$ cat config.mk
export PLATFORM = sky130hd
export DESIGN_NAME = coo_smv_mac
export DESIGN_NICKNAME = d
export VERILOG_FILES = /design/src/coo_sparse_matvec_accumulate_assert.svh /design/src/coo_smv_pkg.sv /design/src/coo_smv_mac.sv
export SDC_FILE = /design/constraint.sdc
export NUM_CORES = 2
export LEC_CHECK = 0
export ABC_AREA = 1
export BUFFER_PORTS_ARGS = -buffer_cell sky130_fd_sc_hd__buf_2
export CORE_MARGIN = 3
export CORE_UTILIZATION = 35
export DETAILED_ROUTE_END_ITERATION = 8
export GPL_TIMING_DRIVEN = 0
export PLACE_DENSITY_LB_ADDON = 0.3
export SLEW_MARGIN = 20
export SYNTH_ARGS = -nofsm -noshare
export SYNTH_HDL_FRONTEND = slang
export SYNTH_SLANG_ARGS = --single-unit
$ cat constraint.sdc
create_clock -name clk_i -period 8.6 [get_ports clk_i]
set_input_delay 0.86 -clock clk_i [delete_from_list [all_inputs] [get_ports clk_i]]
set_output_delay 0.86 -clock clk_i [all_outputs]
set_load 0.01 [all_outputs]
$ cat src/coo_sparse_matvec_accumulate_assert.svh
// Assertion macros used by the top RTL file of the sparse matrix-vector block.
`ifndef COO_SPARSE_MATVEC_ACCUMULATE_ASSERT_SVH
`define COO_SPARSE_MATVEC_ACCUMULATE_ASSERT_SVH

// Checked on every clock edge outside reset.
`define COO_SMV_ASSERT(name, prop, msg) \
  name: assert property (@(posedge clk_i) disable iff (!rst_ni) (prop)) else $error(msg);

// Checked on every clock edge, reset included.
`define COO_SMV_ASSERT_ALWAYS(name, prop, msg) \
  name: assert property (@(posedge clk_i) (prop)) else $error(msg);

`endif

$ cat src/coo_smv_pkg.sv
`timescale 1ns / 1ps

package coo_smv_pkg;

  // Field widths
  localparam int unsigned IDX_W  = 10;
  localparam int unsigned DATA_W = 32;
  localparam int unsigned FRAC_W = 16;
  // Truncated Q32.16 product and the accumulate sum with guard bits
  localparam int unsigned PROD_W = 2 * DATA_W - FRAC_W;
  localparam int unsigned SUM_W  = PROD_W + 1;

  // Saturation bounds
  localparam logic signed [DATA_W-1:0] ACC_MAX = 32'sh7FFF_FFFF;
  localparam logic signed [DATA_W-1:0] ACC_MIN = 32'sh8000_0000;

  // Configuration port
  localparam int unsigned CFG_IDX_W  = 1;
  localparam int unsigned CFG_DATA_W = 1;
  localparam logic [CFG_IDX_W-1:0] REG_TRANSPOSE = 1'b0;
  localparam logic [CFG_IDX_W-1:0] REG_SUBTRACT  = 1'b1;

  typedef enum logic [1:0] {
    OP_WRITE_X  = 2'd0,
    OP_PRESET   = 2'd1,
    OP_NONZERO  = 2'd2,
    OP_READ     = 2'd3
  } op_e;

  typedef enum logic [1:0] {
    ST_IDLE,
    ST_MUL,
    ST_ACC,
    ST_RESP
  } state_e;

  // Sequencer to MAC
  typedef struct packed {
    logic valid;
    logic subtract;
  } mac_ctrl_t;

  // MAC to sequencer
  typedef struct packed {
    logic                     valid;
    logic                     sat;
    logic signed [DATA_W-1:0] sum;
  } mac_res_t;

endpackage

$ cat src/coo_smv_mac.sv
`timescale 1ns / 1ps

// Q16.16 multiply, then saturating accumulate.
// Stage 1 registers the truncated product; the sum is formed after it.
module coo_smv_mac (
  input  logic                                  clk_i,
  input  logic                                  rst_ni,
  input  coo_smv_pkg::mac_ctrl_t                ctrl_i,
  input  logic signed [coo_smv_pkg::DATA_W-1:0] value_i,
  input  logic signed [coo_smv_pkg::DATA_W-1:0] x_i,
  input  logic signed [coo_smv_pkg::DATA_W-1:0] acc_i,
  output coo_smv_pkg::mac_res_t                 res_o
);

  localparam int unsigned DataW = coo_smv_pkg::DATA_W;
  localparam int unsigned ProdW = coo_smv_pkg::PROD_W;
  localparam int unsigned SumW  = coo_smv_pkg::SUM_W;

  logic signed [2*DataW-1:0] full_prod;
  logic signed [2*DataW-1:0] shifted_prod;
  logic signed [ProdW-1:0]   prod_q;
  logic signed [DataW-1:0]   acc_q;
  logic                      sub_q;
  logic                      valid_q;
  logic signed [SumW-1:0]    acc_ext;
  logic signed [SumW-1:0]    prod_ext;
  logic signed [SumW-1:0]    sum;
  logic                      ovf_hi;
  logic                      ovf_lo;

  // Full product, floor-truncated to Q32.16 by arithmetic shift
  assign full_prod    = value_i * x_i;
  assign shifted_prod = full_prod >>> coo_smv_pkg::FRAC_W;

  always_ff @(posedge clk_i or negedge rst_ni) begin
    if (!rst_ni) begin
      valid_q <= 1'b0;
    end else begin
      valid_q <= ctrl_i.valid;
    end
  end

  always_ff @(posedge clk_i) begin
    if (ctrl_i.valid) begin
      prod_q <= shifted_prod[ProdW-1:0];
      acc_q  <= acc_i;
      sub_q  <= ctrl_i.subtract;
    end
  end

  // Accumulate at full width, then clamp
  assign acc_ext  = SumW'(acc_q);
  assign prod_ext = SumW'(prod_q);
  assign sum      = sub_q ? (acc_ext - prod_ext) : (acc_ext + prod_ext);
  assign ovf_hi   = !sum[SumW-1] && (|sum[SumW-2:DataW-1]);
  assign ovf_lo   = sum[SumW-1] && !(&sum[SumW-2:DataW-1]);

  always_comb begin
    res_o.valid = valid_q;
    res_o.sat   = ovf_hi || ovf_lo;
    if (ovf_hi) begin
      res_o.sum = coo_smv_pkg::ACC_MAX;
    end else if (ovf_lo) begin
      res_o.sum = coo_smv_pkg::ACC_MIN;
    end else begin
      res_o.sum = sum[DataW-1:0];
    end
  end

endmodule

Word-level counts from Yosys, hierarchy flattened. Cells that the tools add are included.

Add/subtract/negate cells: 2. Muxes and demuxes: 3. Multiply operators: 1. Reduce and logical (&&, ||, !) cells: 7.

Operator list (number): $mul 32x32->64 (1); $mux 32 (2); $add 32x48->49 (1); $mux 49 (1); $sub 32x48->49 (1); $reduce_and 17->1 (1); $reduce_or 17->1 (1); $logic_and 1x1->1 (2); $logic_not 1->1 (2); $logic_or 1x1->1 (1).

Output and inout bits: 34. Input port bits: 100. Bits in registers: 82.

Longest topological paths before layout.
Depth after elaboration: 7. Mapped depth: 34. Depth with buffers taken out: 33.

Worst setup path after synthesis. No wires, ideal clock.

Kind: input port to flip-flop. Start point: input value_i[31] (netlist name). End point: register prod_q[44], data pin. Slack: 875 ps. Arrival time: 7466 ps. Stages: 27. Buffers on the path: 1. Path through: clkbuf_1 -> nand2_1 -> inv_1 -> fa_1 -> inv_1 -> fa_1 -> fa_1 -> inv_1 -> fa_1 -> inv_1 -> fa_1 -> inv_1 -> fa_1 -> inv_1 -> fa_1 -> inv_1 -> fa_1 -> ha_1 -> nand2_1 -> nor2_1 -> inv_1 -> nor2_1 -> inv_1 -> nor4_1 -> a21oi_1 -> nand2_1 -> xor2_1.

Word-level cells in the longest chain between the ends: 1.

Ends and longest elaborated chain: from (decl) (line coo_smv_mac.sv:9) `input logic signed [coo_smv_pkg::DATA_W-1:0] value_i,`; $mul 32x32->64 (line coo_smv_mac.sv:32) `assign full_prod = value_i * x_i;`; net full_prod[60] (line coo_smv_mac.sv:19) `logic signed [2*DataW-1:0] full_prod;`; to (signal assigned) (line coo_smv_mac.sv:45) `prod_q <= shifted_prod[ProdW-1:0];`; to (decl) (line coo_smv_mac.sv:21) `logic signed [ProdW-1:0] prod_q;`.

The timed path passes the listed nets, and every way through them passes these cells. A chain may end at the register's enable or synchronous reset.

Worst setup path in the final report.
Start point: input x_i[31] (netlist name). End point: register prod_q[45], data pin.

Word-level cells in the longest chain between the ends: 1.

Ends and longest elaborated chain: from (decl) (line coo_smv_mac.sv:10) `input logic signed [coo_smv_pkg::DATA_W-1:0] x_i,`; $mul 32x32->64 (line coo_smv_mac.sv:32); net full_prod[61] (line coo_smv_mac.sv:19).

The timed path passes the listed nets, and every way through them passes these cells.

==> impl_metrics.csv <==
group,metric,value,unit
route,route.detailed.drc,0,
layout,post-route-util,38.1,%
logic_synthesis,synthCells,5848,
setup_path,slowest_stage,"fa_1",
die,dieArea,134000,um2
logic_synthesis,synth_area,45300,um2
clocking,cts-root-buf,"clkbuf_16",
route,vias,37800,
logic_synthesis,synth_seq_area_share,5.43,%
die,die_w,366,um
global_routing,grt_pass1_vias,39900,
route,vias_per_cell,4.89,
logic_synthesis,ys_seq_elements,82,
global_routing,overflow,0,
route,wl_per_cell,24.0,um
setup_path,required,8710,ps
clocking,holdBufCountCts,0,
setup_path,crit_path_start_kind,"primary input",
timing,min_period,8500,ps
setup_path,slowest_delay,780,ps
route,drt_iter0_drc,3582,
timing,timing.fmax,118,MHz
logic_synthesis,ys_types,42,
logic_synthesis,async_reset_ff_share,1.22,%
placement,dp_hpwl,155,mm
setup_path,crit_top_cell,"fa_1",
route,highest_layer,"met5",
clocking,clkSinkCount,82,
route,finalWirelength,185,mm
setup_path,worstSetupPathType,"primary input to register",
clocking,cts_buffers,9,
die,io_pins,134,
min_path,hold_class,"primary input to asynchronous set/reset pin",
timing,slew_headroom,24.1,%
placement,place.gp.congestion,1.03,
timing,slew_violations,0,
clocking,clk_pin_slew,70,ps
die,core_area,128000,um2
setup_path,crit_arrival,8610,ps
timing,worst-slew-pin-transition,1140,ps
global_routing,antenna_found_initial,15,
timing,fin_crit_sh,98.8,%
timing,holdWs,257,ps
outcome,outcome,"finished, final reports clean",
die,fp.dieH,366,um
global_routing,grt_max_degree,61,
clocking,cts_tree,"done",
timing,finalHoldViolations,0,
logic_synthesis,synth_nets,7259,
route,postRouteAntennaNets,0,
clocking,clockBufferDepth,2,
setup_path,critPathCaptureType,"register",
clocking,ctsHtreeMaxLevel,3,
setup_path,critPathMaxFanout,10,
logic_synthesis,syn_area_per_cell,7.74,um2
route,met1Wirelength,72.1,mm
die,initial_core_util,35.4,%
logic_synthesis,ys_warn_count,0,
route,wl_met3,20.2,mm
global_routing,grt_pass1_wl,269,mm
logic_synthesis,ys.flop_type,"edfxtp_1",
job,maxCapViolCount,0,
route,met2_length,81.9,mm
timing,setup_viol,0,
die,rows,131,
timing,rsz0062_at_grt,"false",
logic_synthesis,synth_edf_count,81,
layout,final_nets,7410,
layout,area_growth,7.62,%
global_routing,grt_use_total,28.2,%
placement,numPortBuffers,133,
layout,drive_gt1_share,5.78,%
route,firstDrtPassIters,6,
[state kept, by name, indices dropped and copies added (netlist names)]
register,cells
acc_q,32
prod_q,48
sub_q,1
valid_q,1
[cell families after synthesis]
kind of cell    count (synthesis)  share of synthesized area, %
compound gates                258                          3.12
simple gates                 2053                          17.9
xor+xnor                      136                          2.63
fa+ha+maj                    1311                          54.2
flops                          82                          5.43
buf+inv                      2008                          16.8
[layer usage]
layer / track usage (%) / up-vias
li1: - / 16800
met1: 36.1 / 18800
met2: 44.7 / 1848
met3: 7.16 / 422
met4: 13.4 / 6
met5: 0.363 / -
[cells in the final DEF, fill, tap and decap left out, types with 3 or more instances in the layout]
cell	n
fa_1	1077
nand3b_1	10
fa_2	5
diode_2	11
nor2_2	17
nand4_1	28
clkbuf_1	62
clkinvlp_4	4
inv_2	3
xnor2_1	54
a31oi_1	20
edfxtp_1	81
nor2_4	3
clkbuf_16	9
nand3_1	67
buf_6	6
inv_1	1800
o211ai_1	3
nor3_1	31
or2_2	7
ha_1	229
nand2_2	7
buf_2	134
o21bai_1	4
clkbuf_2	120
nand2_1	1606
o21ai_0	63
o21a_1	7
buf_4	14
o31ai_1	4
clkbuf_4	7
nor4_1	7
nor2_1	259
a21oi_1	140
nand3_2	4
xor2_1	82
a21o_1	6
o221ai_1	3
[synth_stat cells, types with 2 or more instances]
library cell,n,area [um2]
o31ai_1,4,30.0
inv_2,2,7.51
o211ai_1,3,22.5
o21bai_1,4,30.0
nand2_2,7,43.8
a21oi_1,140,701
nand3_2,2,20.0
nor2_1,259,972
nor2_4,3,33.8
fa_1,1082,21700
nor2_2,17,106
xnor2_1,54,473
a211oi_1,2,15.0
o21a_1,7,52.6
a21o_1,6,45.0
nand3_1,69,345
ha_1,229,2870
o21ai_0,64,320
nand4_1,28,175
nand3b_1,10,75.1
clkbuf_1,196,736
nor3_1,31,155
or2_2,7,43.8
o221ai_1,3,26.3
and2_1,2,12.5
nand2_1,1606,6030
buf_6,6,67.6
nor4_1,10,62.6
edfxtp_1,81,2430
inv_1,1802,6760
a31oi_1,20,125
xor2_1,82,718
[worst max-delay path, delay by kind of cell]
| kind | cells | cell delay (ps) |
|---|---|---|
| compound gates | 5 | 1010 |
| fa+ha+maj | 9 | 4520 |
| simple gates | 7 | 920 |
| buf+inv | 5 | 1250 |
[layout make-up]
type | instances | area, um2
Clock buffer | 10 | 229
Antenna cell | 11 | 27.5
Timing Repair Buffer | 144 | 773
Inverter | 1804 | 6780
Buffer | 200 | 983
Clock inverter | 4 | 31.3
Sequential cell | 82 | 2460
Multi-Input combinational cell | 3758 | 35300
Tap cell | 1729 | 2160
Fill cell | 13600 | 79300
[path summary, 6_finish.rpt]
| check | from | endpoint | slack, ps | cells past startpoint |
|---|---|---|---|---|
| min in group clk_i | ctrl_i[0] | sub_q | 660 | 1 |
| setup / recovery | x_i[31] | prod_q[45] | 100 | 26 |
| max in group asynchronous | rst_ni | valid_q | 8260 | 1 |
| hold / removal | rst_ni | valid_q | 260 | 1 |
[through the flow]
| step | setup slack [ps] | setup TNS, ps | instances | cell area (um2) |
|---|---|---|---|---|
| floorplan | 875 | 0 | 5848 | 45300 |
| global placement | -1410 | -27750 | 7710 | 48100 |
| detailed placement | -1390 | -22010 | 7711 | 48100 |
| CTS | 3.53 | 0 | 7722 | 48500 |
| global route | 3.31 | 0 | 7733 | 48700 |
| finish | 101 | 0 | 7742 | 48700 |
[timing repair]
action,CTS,global route
resized for setup,30,250
setup buffers,1,9
pin swaps,0,2
gates cloned,0,0
endpoints found under the setup margin,22,23
Power is left out: the tool's default activity adds up to more than one toggle a clock period on the data nets, which glitch-free logic cannot reach.
